**config.mk**
```make
export PLATFORM = sky130hd
export DESIGN_NAME = servo_motion_step
export DESIGN_NICKNAME = d
export VERILOG_FILES = /design/src/rtl/sms_pkg.sv /design/src/rtl/servo_motion_step.sv /design/src/rtl/sms_mul.sv /design/src/rtl/sms_seq.sv
export VERILOG_INCLUDE_DIRS = /design/src /design/src/rtl
export SDC_FILE = /design/constraint.sdc
export NUM_CORES = 2
export LEC_CHECK = 0
export BUFFER_PORTS_ARGS = -buffer_cell sky130_fd_sc_hd__buf_2
export CAP_MARGIN = 20
export CORE_MARGIN = 2
export CORE_UTILIZATION = 33
export CTS_CLUSTER_DIAMETER = 50
export DETAILED_ROUTE_END_ITERATION = 16
export GPL_TIMING_DRIVEN = 0
export PLACE_DENSITY = 0.51
export SETUP_SLACK_MARGIN = 0.4
export SYNTH_ARGS = -nofsm -noshare
export SYNTH_HDL_FRONTEND = slang
export SYNTH_SLANG_ARGS = --single-unit
```
**constraint.sdc**
```tcl
create_clock -name aclk -period 29 [get_ports aclk]
set_input_delay 2.9 -clock aclk [delete_from_list [all_inputs] [get_ports aclk]]
set_output_delay 2.9 -clock aclk [all_outputs]
set_load 0.01 [all_outputs]
```
**src/rtl/servo_motion_step_defines.svh**
```systemverilog
// ----------------------------------------------------------------------------
// servo_motion_step_defines
// Assertion macros used by the servo step RTL.
// ----------------------------------------------------------------------------
`ifndef SERVO_MOTION_STEP_DEFINES_SVH
`define SERVO_MOTION_STEP_DEFINES_SVH

// same-cycle implication, checked out of reset
`define SMS_ASSERT_NOW(label, ante, cons, msg) \
    label: assert property (@(posedge aclk) disable iff (!aresetn) (ante) |-> (cons)) \
        else $error(msg);

// next-cycle implication, checked out of reset
`define SMS_ASSERT_NEXT(label, ante, cons, msg) \
    label: assert property (@(posedge aclk) disable iff (!aresetn) (ante) |=> (cons)) \
        else $error(msg);

`endif

```
**src/rtl/sms_pkg.sv**
```systemverilog
// ----------------------------------------------------------------------------
// sms_pkg
// Shared types and constants of the servo motion step.
// ----------------------------------------------------------------------------
`timescale 1ns / 1ps
`default_nettype none

package sms_pkg;

    localparam int MUL_A_W = 25;
    localparam int MUL_B_W = 18;
    localparam int PROD_W  = MUL_A_W + MUL_B_W;

    localparam logic signed [23:0] VEL_STOP = 24'sd26;

    typedef enum logic [2:0] {
        REG_CW_LIMIT  = 3'd0,
        REG_CCW_LIMIT = 3'd1,
        REG_MAX_VEL   = 3'd2,
        REG_MAX_ACC   = 3'd3,
        REG_FRICTION  = 3'd4,
        REG_TICK      = 3'd5
    } cfg_idx_t;

    // operand pairs of the shared multiplier
    typedef enum logic [1:0] {
        MOP_CFG    = 2'd0,
        MOP_DECAY  = 2'd1,
        MOP_TRAVEL = 2'd2
    } mop_t;

    typedef enum logic [3:0] {
        ST_IDLE,
        ST_FDT,
        ST_LIM,
        ST_VMUL,
        ST_VEL,
        ST_PMUL,
        ST_PADD,
        ST_PFIX,
        ST_PRES,
        ST_EMIT
    } st_t;

    typedef struct packed {
        logic idle;
        logic mul_en;
        mop_t mul_op;
        logic ld_diff;
        logic ld_lim;
        logic ld_tgt;
        logic ld_vel;
        logic ld_sum;
        logic ld_pos;
        logic ld_pres;
        logic ld_out;
    } ctrl_t;

endpackage

`default_nettype wire

```
**src/rtl/servo_motion_step.sv**
```systemverilog
// ----------------------------------------------------------------------------
// servo_motion_step
// One simulation tick of a servo axis per input word, one result word out.
// ----------------------------------------------------------------------------
// Usage:
//   s_* channel takes one tick word (goal position, goal speed, torque on).
//   m_* channel returns one word per tick (present position, present speed,
//   moving, angle error). cfg_wr_* writes the limit and rate registers; write
//   only while no tick is in flight.
//   The sequencer walks each tick through three products on the single
//   shared multiplier, with the rounding and clamp steps between them,
//   before it emits the result and returns to idle.
//   s_tready is high only while the sequencer is idle. The result sits in an
//   output register, so a new tick is taken while the last result waits; if
//   the receiver still stalls when the next result is done, the sequencer
//   holds in its last step until the output register frees.
//   Reset (aresetn low, synchronous) restores the register defaults,
//   position 2048.0, zero velocity, held goal 2048 and torque off.
// ----------------------------------------------------------------------------
`timescale 1ns / 1ps
`default_nettype none
`include "servo_motion_step_defines.svh"

module servo_motion_step (
    input  wire logic        aclk,
    input  wire logic        aresetn,
    input  wire logic        s_tvalid,
    output logic             s_tready,
    input  wire logic [23:0] s_tdata,     // goal, speed command, torque enable
    output logic             m_tvalid,
    input  wire logic        m_tready,
    output logic [31:0]      m_tdata,     // position, speed, moving,
                                          // angle_error
    input  wire logic        cfg_wr_en,
    input  wire logic [2:0]  cfg_wr_addr,
    input  wire logic [15:0] cfg_wr_data
);
    import sms_pkg::*;

    ctrl_t ctrl;
    logic  accept;
    logic  out_free;
    logic  wheel;

    // configuration
    logic [11:0] cw_reg, ccw_reg, maxv_reg;
    logic [15:0] macc_reg, fric_reg, dt_reg;

    // axis state
    logic signed [31:0] pos_reg, pos_next;
    logic signed [23:0] vel_reg, vel_next;
    logic [11:0]        held_goal_reg, held_goal_next;
    logic               twon_reg, twon_next;

    // per-tick working registers
    logic [10:0]        gspeed_reg, gspeed_next;
    logic               torque_reg, torque_next;
    logic               aerr_reg, aerr_next;
    logic signed [33:0] diff_reg, diff_next;
    logic [16:0]        factor_reg, factor_next;
    logic [24:0]        maxch_reg, maxch_next;
    logic signed [28:0] tgt16_reg, tgt16_next;
    logic signed [23:0] target_reg, target_next;
    logic signed [33:0] sum_reg, sum_next;
    logic [11:0]        ppos_reg, ppos_next;

    // output word
    logic               m_valid_reg, m_valid_next;
    logic [11:0]        out_pos_reg, out_pos_next;
    logic [10:0]        out_spd_reg, out_spd_next;
    logic               out_mov_reg, out_mov_next;
    logic               out_aerr_reg, out_aerr_next;

    // multiplier
    logic signed [MUL_A_W-1:0] mul_a;
    logic signed [MUL_B_W-1:0] mul_b;
    logic signed [PROD_W-9:0]  rnd8;
    logic signed [PROD_W-17:0] rnd16;

    // datapath temporaries
    logic [11:0]        in_goal;
    logic               goal_ok;
    logic signed [36:0] diff_x, d5, cap_x;
    logic [11:0]        vmax;
    logic signed [28:0] t_abs;
    logic [20:0]        t_rnd;
    logic signed [23:0] t_pos, wheel_tgt;
    logic signed [25:0] vel_x, verr, mc_x, v_up, v_dn;
    logic signed [23:0] vdrive, vcoast;
    logic signed [33:0] lo_x, hi_x;
    logic [32:0]        psum;
    logic [23:0]        vabs;
    logic [15:0]        vmag;
    logic signed [12:0] gdiff;

    assign accept   = s_tvalid && s_tready;
    assign out_free = !m_valid_reg || m_tready;
    assign s_tready = ctrl.idle;
    assign wheel    = (cw_reg == 12'd0) && (ccw_reg == 12'd0);
    assign in_goal  = s_tdata[11:0];
    assign goal_ok  = (in_goal >= cw_reg) && (in_goal <= ccw_reg);

    sms_seq u_seq (
        .aclk     (aclk),
        .aresetn  (aresetn),
        .start    (accept),
        .out_free (out_free),
        .ctrl     (ctrl)
    );

    sms_mul u_mul (
        .aclk  (aclk),
        .en    (ctrl.mul_en),
        .a     (mul_a),
        .b     (mul_b),
        .rnd8  (rnd8),
        .rnd16 (rnd16)
    );

    always_comb begin
        case (ctrl.mul_op)
            MOP_CFG: begin
                mul_a = torque_reg ? $signed({9'd0, macc_reg}) : $signed({9'd0, fric_reg});
                mul_b = $signed({2'd0, dt_reg});
            end
            MOP_DECAY: begin
                mul_a = twon_reg ? '0 : $signed({vel_reg[23], vel_reg});
                mul_b = $signed({1'b0, factor_reg});
            end
            MOP_TRAVEL: begin
                mul_a = $signed({vel_reg[23], vel_reg});
                mul_b = $signed({2'd0, dt_reg});
            end
            default: begin
                mul_a = '0;
                mul_b = '0;
            end
        endcase
    end

    // configuration writes
    always_ff @(posedge aclk) begin
        if (!aresetn) begin
            cw_reg   <= 12'd0;
            ccw_reg  <= 12'd4095;
            maxv_reg <= 12'd1023;
            macc_reg <= 16'd4096;
            fric_reg <= 16'd6554;
            dt_reg   <= 16'd655;
        end else if (cfg_wr_en) begin
            case (cfg_wr_addr)
                REG_CW_LIMIT:  cw_reg   <= cfg_wr_data[11:0];
                REG_CCW_LIMIT: ccw_reg  <= cfg_wr_data[11:0];
                REG_MAX_VEL:   maxv_reg <= cfg_wr_data[11:0];
                REG_MAX_ACC:   macc_reg <= cfg_wr_data;
                REG_FRICTION:  fric_reg <= cfg_wr_data;
                REG_TICK:      dt_reg   <= cfg_wr_data;
                default:       cw_reg   <= cw_reg;
            endcase
        end
    end

    // goal check at accept, targets and limits
    always_comb begin
        held_goal_next = held_goal_reg;
        aerr_next      = aerr_reg;
        gspeed_next    = gspeed_reg;
        torque_next    = torque_reg;
        if (accept) begin
            gspeed_next = s_tdata[22:12];
            torque_next = s_tdata[23];
            aerr_next   = !wheel && !goal_ok;
            if (!wheel && goal_ok) begin
                held_goal_next = in_goal;
            end
        end

        diff_next = diff_reg;
        if (ctrl.ld_diff) begin
            diff_next = $signed({6'd0, held_goal_reg, 16'd0})
                      - $signed({{2{pos_reg[31]}}, pos_reg});
        end

        diff_x = $signed({{3{diff_reg[33]}}, diff_reg});
        d5     = (diff_x <<< 2) + diff_x;
        vmax   = (gspeed_reg[9:0] == 10'd0) ? maxv_reg : {2'd0, gspeed_reg[9:0]};
        cap_x  = $signed({9'd0, vmax, 16'd0});

        factor_next = factor_reg;
        maxch_next  = maxch_reg;
        tgt16_next  = tgt16_reg;
        if (ctrl.ld_lim) begin
            factor_next = 17'(18'd65536 - {1'b0, rnd16[16:0]});
            maxch_next  = rnd8[24:0];
            if (d5 > cap_x) begin
                tgt16_next = cap_x[28:0];
            end else if (d5 < -cap_x) begin
                tgt16_next = 29'(-cap_x);
            end else begin
                tgt16_next = d5[28:0];
            end
        end

        t_abs     = tgt16_reg[28] ? -tgt16_reg : tgt16_reg;
        t_rnd     = 21'((29'(t_abs) + 29'd128) >> 8);
        t_pos     = tgt16_reg[28] ? -$signed({3'd0, t_rnd}) : $signed({3'd0, t_rnd});
        wheel_tgt = gspeed_reg[10] ? -$signed({6'd0, gspeed_reg[9:0], 8'd0})
                                   : $signed({6'd0, gspeed_reg[9:0], 8'd0});
        target_next = target_reg;
        if (ctrl.ld_tgt) begin
            target_next = wheel ? wheel_tgt : t_pos;
        end
    end

    // velocity and position updates
    always_comb begin
        vel_x = $signed({{2{vel_reg[23]}}, vel_reg});
        verr  = $signed({{2{target_reg[23]}}, target_reg}) - vel_x;
        mc_x  = $signed({1'b0, maxch_reg});
        v_up  = vel_x + mc_x;
        v_dn  = vel_x - mc_x;
        if (verr > mc_x) begin
            vdrive = v_up[23:0];
        end else if (verr < -mc_x) begin
            vdrive = v_dn[23:0];
        end else begin
            vdrive = target_reg;
        end
        vcoast = rnd16[23:0];
        if (vcoast > -VEL_STOP && vcoast < VEL_STOP) begin
            vcoast = '0;
        end

        lo_x = $signed({6'd0, cw_reg, 16'd0});
        hi_x = $signed({6'd0, ccw_reg, 16'd0});

        vel_next  = vel_reg;
        twon_next = twon_reg;
        pos_next  = pos_reg;
        sum_next  = sum_reg;
        if (ctrl.ld_vel) begin
            vel_next  = torque_reg ? vdrive : vcoast;
            twon_next = torque_reg;
        end
        if (ctrl.ld_sum) begin
            sum_next = $signed({{2{pos_reg[31]}}, pos_reg}) + rnd8[33:0];
        end
        if (ctrl.ld_pos) begin
            if (!torque_reg) begin
                if (sum_reg > 34'sh0_7FFF_FFFF) begin
                    pos_next = 32'sh7FFF_FFFF;
                end else if (sum_reg < 34'sh3_8000_0000) begin
                    pos_next = 32'sh8000_0000;
                end else begin
                    pos_next = sum_reg[31:0];
                end
            end else if (wheel) begin
                pos_next = $signed({4'd0, sum_reg[27:0]});
            end else if (sum_reg < lo_x) begin
                pos_next = lo_x[31:0];
                vel_next = '0;
            end else if (sum_reg > hi_x) begin
                pos_next = hi_x[31:0];
                vel_next = '0;
            end else begin
                pos_next = sum_reg[31:0];
            end
        end
    end

    // result word
    always_comb begin
        psum      = {1'b0, pos_reg} + 33'h0_8000;
        ppos_next = ppos_reg;
        if (ctrl.ld_pres) begin
            if (pos_reg <= 32'sd0) begin
                ppos_next = 12'd0;
            end else if (psum[32:16] > 17'd4095) begin
                ppos_next = 12'd4095;
            end else begin
                ppos_next = psum[27:16];
            end
        end

        vabs  = vel_reg[23] ? 24'(-vel_reg) : 24'(vel_reg);
        vmag  = vabs[23:8];
        gdiff = $signed({1'b0, ppos_reg}) - $signed({1'b0, held_goal_reg});

        out_pos_next  = out_pos_reg;
        out_spd_next  = out_spd_reg;
        out_mov_next  = out_mov_reg;
        out_aerr_next = out_aerr_reg;
        m_valid_next  = m_valid_reg && !m_tready;
        if (ctrl.ld_out) begin
            m_valid_next  = 1'b1;
            out_pos_next  = ppos_reg;
            out_spd_next  = {vel_reg[23], (vmag > 16'd1023) ? 10'h3FF : vmag[9:0]};
            out_mov_next  = torque_reg && ((vel_reg > 24'sd256) || (vel_reg < -24'sd256)
                          || (gdiff > 13'sd10) || (gdiff < -13'sd10));
            out_aerr_next = aerr_reg;
        end
    end

    always_ff @(posedge aclk) begin
        if (!aresetn) begin
            pos_reg       <= 32'sh0800_0000;
            vel_reg       <= '0;
            held_goal_reg <= 12'd2048;
            twon_reg      <= 1'b0;
            m_valid_reg   <= 1'b0;
        end else begin
            pos_reg       <= pos_next;
            vel_reg       <= vel_next;
            held_goal_reg <= held_goal_next;
            twon_reg      <= twon_next;
            m_valid_reg   <= m_valid_next;
        end
    end

    always_ff @(posedge aclk) begin
        gspeed_reg   <= gspeed_next;
        torque_reg   <= torque_next;
        aerr_reg     <= aerr_next;
        diff_reg     <= diff_next;
        factor_reg   <= factor_next;
        maxch_reg    <= maxch_next;
        tgt16_reg    <= tgt16_next;
        target_reg   <= target_next;
        sum_reg      <= sum_next;
        ppos_reg     <= ppos_next;
        out_pos_reg  <= out_pos_next;
        out_spd_reg  <= out_spd_next;
        out_mov_reg  <= out_mov_next;
        out_aerr_reg <= out_aerr_next;
    end

    assign m_tvalid = m_valid_reg;
    assign m_tdata  = {7'd0, out_aerr_reg, out_mov_reg, out_spd_reg, out_pos_reg};

    `SMS_ASSERT_NEXT(a_busy_after_take, accept, !s_tready, "input taken while busy")
    `SMS_ASSERT_NOW(a_valid_from_emit, $rose(m_valid_reg), $past(ctrl.ld_out),
                    "result raised outside emit step")
    `SMS_ASSERT_NOW(a_wheel_wrap, ctrl.ld_pres && torque_reg && wheel, pos_reg[31:28] == 4'd0,
                    "wheel position not wrapped")
    `SMS_ASSERT_NOW(a_coast_stop, ctrl.ld_pres && !torque_reg,
                    (vel_reg == 24'sd0) || (vel_reg >= VEL_STOP) || (vel_reg <= -VEL_STOP),
                    "coasting velocity below stop threshold")

endmodule

`default_nettype wire

```
**src/rtl/sms_mul.sv**
```systemverilog
// ----------------------------------------------------------------------------
// sms_mul
// Shared signed multiplier, registered product, half-away-from-zero rounding.
// ----------------------------------------------------------------------------
`timescale 1ns / 1ps
`default_nettype none

module sms_mul (
    input  wire logic                               aclk,
    input  wire logic                               en,
    input  wire logic signed [sms_pkg::MUL_A_W-1:0] a,
    input  wire logic signed [sms_pkg::MUL_B_W-1:0] b,
    output logic signed [sms_pkg::PROD_W-9:0]       rnd8,
    output logic signed [sms_pkg::PROD_W-17:0]      rnd16
);
    import sms_pkg::*;

    logic signed [PROD_W-1:0] prod_reg;
    logic signed [PROD_W-1:0] prod_next;
    logic        [PROD_W-1:0] pabs;
    logic        [PROD_W-1:0] sum8;
    logic        [PROD_W-1:0] sum16;
    logic        [PROD_W-9:0] mag8;
    logic        [PROD_W-17:0] mag16;

    assign prod_next = PROD_W'(a) * PROD_W'(b);

    always_ff @(posedge aclk) begin
        if (en) begin
            prod_reg <= prod_next;
        end
    end

    always_comb begin
        pabs  = prod_reg[PROD_W-1] ? PROD_W'(-prod_reg) : PROD_W'(prod_reg);
        sum8  = pabs + PROD_W'(128);
        sum16 = pabs + PROD_W'(32768);
        mag8  = sum8[PROD_W-1:8];
        mag16 = sum16[PROD_W-1:16];
        rnd8  = prod_reg[PROD_W-1] ? $signed(-mag8) : $signed(mag8);
        rnd16 = prod_reg[PROD_W-1] ? $signed(-mag16) : $signed(mag16);
    end

endmodule

`default_nettype wire

```
**src/rtl/sms_seq.sv**
```systemverilog
// ----------------------------------------------------------------------------
// sms_seq
// Step sequencer: walks one tick through the shared multiplier schedule.
// ----------------------------------------------------------------------------
`timescale 1ns / 1ps
`default_nettype none

module sms_seq (
    input  wire logic      aclk,
    input  wire logic      aresetn,
    input  wire logic      start,
    input  wire logic      out_free,
    output sms_pkg::ctrl_t ctrl
);
    import sms_pkg::*;

    st_t state_reg;
    st_t state_next;

    always_ff @(posedge aclk) begin
        if (!aresetn) begin
            state_reg <= ST_IDLE;
        end else begin
            state_reg <= state_next;
        end
    end

    always_comb begin
        state_next = state_reg;
        case (state_reg)
            ST_IDLE: begin
                if (start) begin
                    state_next = ST_FDT;
                end
            end
            ST_FDT:  state_next = ST_LIM;
            ST_LIM:  state_next = ST_VMUL;
            ST_VMUL: state_next = ST_VEL;
            ST_VEL:  state_next = ST_PMUL;
            ST_PMUL: state_next = ST_PADD;
            ST_PADD: state_next = ST_PFIX;
            ST_PFIX: state_next = ST_PRES;
            ST_PRES: state_next = ST_EMIT;
            ST_EMIT: begin
                if (out_free) begin
                    state_next = ST_IDLE;
                end
            end
            default: state_next = ST_IDLE;
        endcase
    end

    always_comb begin
        ctrl = '0;
        ctrl.mul_op = MOP_CFG;
        case (state_reg)
            ST_IDLE: ctrl.idle = 1'b1;
            ST_FDT: begin
                ctrl.mul_en  = 1'b1;
                ctrl.mul_op  = MOP_CFG;
                ctrl.ld_diff = 1'b1;
            end
            ST_LIM:  ctrl.ld_lim = 1'b1;
            ST_VMUL: begin
                ctrl.mul_en = 1'b1;
                ctrl.mul_op = MOP_DECAY;
                ctrl.ld_tgt = 1'b1;
            end
            ST_VEL:  ctrl.ld_vel = 1'b1;
            ST_PMUL: begin
                ctrl.mul_en = 1'b1;
                ctrl.mul_op = MOP_TRAVEL;
            end
            ST_PADD: ctrl.ld_sum  = 1'b1;
            ST_PFIX: ctrl.ld_pos  = 1'b1;
            ST_PRES: ctrl.ld_pres = 1'b1;
            ST_EMIT: ctrl.ld_out  = out_free;
            default: ctrl.idle    = 1'b0;
        endcase
    end

endmodule

`default_nettype wire

```
==> results.json <==
{
  "status": "complete, no violations",
  "slowest_stage": "xnor2_1",
  "cts_tree": "done",
  "top_layer": "met5",
  "wl_met3_mm": 10.3,
  "finalHoldViolations": 0,
  "routed_wl_mm": 173,
  "fin_crit_sh": 0.441,
  "dp.cells": 7615,
  "grt_pass1_vias": 40943,
  "synth_warnings": 0,
  "critPathMaxFanout": 10,
  "yosysSeqAreaShare": 0.225,
  "die_h_um": 386,
  "grt_pass1_wl_mm": 262,
  "clk_latency_ps": 710,
  "grt_max_degree": 44,
  "power.density_nw_per_um2": 61.8,
  "layout.cells.most_common": "inv_1",
  "synth_area_um2": 48100,
  "critPathLaunchType": "flop",
  "pin_count": 82,
  "ant_nets": 0,
  "crit_type": "flop to flop",
  "wl_met1_mm": 75.7,
  "wl_met2_mm": 80.4,
  "fin_cells": 7737,
  "place_congestion": 0.953,
  "synth-edff-count": 255,
  "via_count": 41448,
  "cp_data_required_time_ps": 29440,
  "final_max_slew_viol_count": 0,
  "ys_ff_latch": 413,
  "arrival_ps": 13230,
  "die-area_um2": 149000,
  "path_clk_slew_ps": 60,
  "final_cell_mix": "679 x inv_1, 669 x nand2_1, 500 x nor2_1",
  "drive_above_1_share": 0.0581,
  "rows": 140,
  "antenna_found_initial": 7,
  "tns_ps": 0,
  "hp-class": "flop to flop",
  "postSynthCellCount": 5594,
  "area_delta_synth_final_pct": 10.7,
  "grt-ovfl-total": 0,
  "drc": 0,
  "cap_violations": 0,
  "clock_skew_ps": 82.8,
  "tightest_slew_ps": 1160,
  "fin_area_um2": 53300,
  "cp-end-kind": "flop",
  "cts_setup_buffers": 0,
  "largest_register_ffs": 43,
  "die_x_um": 386,
  "syn_avg_cell_area_um2": 8.60,
  "place_ws_ps": 16440,
  "cts.htree.levels": 2,
  "fin_crit_ps": 12790,
  "fin_util": 0.367,
  "numCtsBuffers": 60,
  "leakage_nw": 22.6,
  "yosysUniqueCellTypes": 97,
  "postCtsResizedCells": 0,
  "dp_hpwl_mm": 146,
  "max_stage_delay_ps": 710,
  "cts_sinks": 413,
  "drt-initial-drc-count": 3272,
  "fmax_mhz": 78.2,
  "first_pass_iters": 6,
  "rsz0062_at_grt": "false",
  "reg2reg_slack_ps": 16210,
  "final.setup.worst_slack_ps": 16210,
  "cts_root_buf": "clkbuf_16",
  "setup-violations-final": 0,
  "ys_dominant_reg_cell": "edfxtp_1",
  "peakVddDrop_v": 0.0000587,
  "fillCellCount": 14988,
  "ys_async_sr_fraction": 0,
  "cts_buffer_depth": 3,
  "relSlewSlack": 0.204,
  "hold_buffers": 0,
  "start_util": 0.331,
  "core-area_um2": 145000,
  "vias_per_cell": 5.36,
  "finalNetCount": 6628,
  "wl_per_cell_um": 22.4,
  "grt_usage": 0.233,
  "cp_common_cell": "clkbuf_1",
  "io_buffer_count": 73,
  "placed_area_um2": 51200
}
==> where the power goes <==
| group | switching [mW] | leakage, nW | internal, mW |
|---|---|---|---|
| clock | 0.315 | 0.978 | 0.413 |
| combinational | 1.14 | 18.0 | 0.610 |
| sequential | 0.0686 | 3.64 | 0.747 |
==> worst max-delay path: cells and delay by family, from the launching register on <==
| family | cells | cell delay [ps] |
|---|---|---|
| buffers and inverters | 11 | 5350 |
| AND/OR/NAND/NOR | 10 | 2280 |
| AO/OA/AOI/OAI | 9 | 1780 |
| XOR/XNOR | 5 | 1490 |
| adder cells (fa/ha/maj) | 3 | 910 |
| flip-flops | 1 | 460 |
| multiplexers | 1 | 220 |
==> final timing paths <==
check	from	end	cells after the start
hold / removal	aerr_reg	out_aerr_reg	0
hold reg to reg	aerr_reg	out_aerr_reg	0
setup reg to reg	u_mul.prod_reg[42]	sum_reg[32]	39
setup / recovery	u_mul.prod_reg[42]	sum_reg[32]	39
==> synthesized netlist by cell type, types with 64 or more instances <==
cell / count / area share
a21o_1: 75 / 0.012
a21oi_1: 287 / 0.030
clkbuf_1: 173 / 0.013
dfxtp_1: 158 / 0.066
edfxtp_1: 255 / 0.16
fa_1: 411 / 0.17
ha_1: 404 / 0.11
inv_1: 679 / 0.053
mux2i_1: 72 / 0.015
nand2_1: 669 / 0.052
nand3_1: 106 / 0.011
nor2_1: 502 / 0.039
nor2b_1: 68 / 0.0088
nor3_1: 119 / 0.012
o21a_1: 64 / 0.010
o21ai_0: 208 / 0.022
xnor2_1: 315 / 0.057
xor2_1: 130 / 0.024
==> final cells by class <==
type | instances | area, um^2 | area share
clock buffers | 74 | 1600 | 0.0301
well taps | 1917 | 2400 | 0.0450
flip-flops and latches | 413 | 10800 | 0.203
clock inverters | 40 | 400 | 0.00752
plain buffers | 202 | 817 | 0.0153
diodes | 3 | 7.51 | 0.000141
repair buffers | 103 | 694 | 0.0130
multi-input cells | 4304 | 34000 | 0.638
inverters | 681 | 2560 | 0.0480
==> cell families after synthesis <==
kind of cell | share of synthesized area
adder cells (fa/ha/maj) | 0.276
AO/OA/AOI/OAI | 0.145
multiplexers | 0.0199
XOR/XNOR | 0.0817
AND/OR/NAND/NOR | 0.182
flip-flops | 0.225
other | 0.0000780
buffers and inverters | 0.0701
==> routing by layer <==
metal | global-route usage | up-vias
li1 | - | 19450
met1 | 0.313 | 20461
met2 | 0.385 | 1276
met3 | 0.0266 | 255
met4 | 0.0847 | 6
met5 | 0 | -
==> through the flow <==
| step | power, mW | hold WS (ps) |
|---|---|---|
| after floorplan | 1.96 | 400 |
| after global placement | 2.55 | 402 |
| after detailed placement | 2.56 | 421 |
| after CTS | 3.30 | 435 |
| after global routing | 3.51 | 449 |
| final | 3.29 | 431 |
Power figures use the tool's default switching activity.
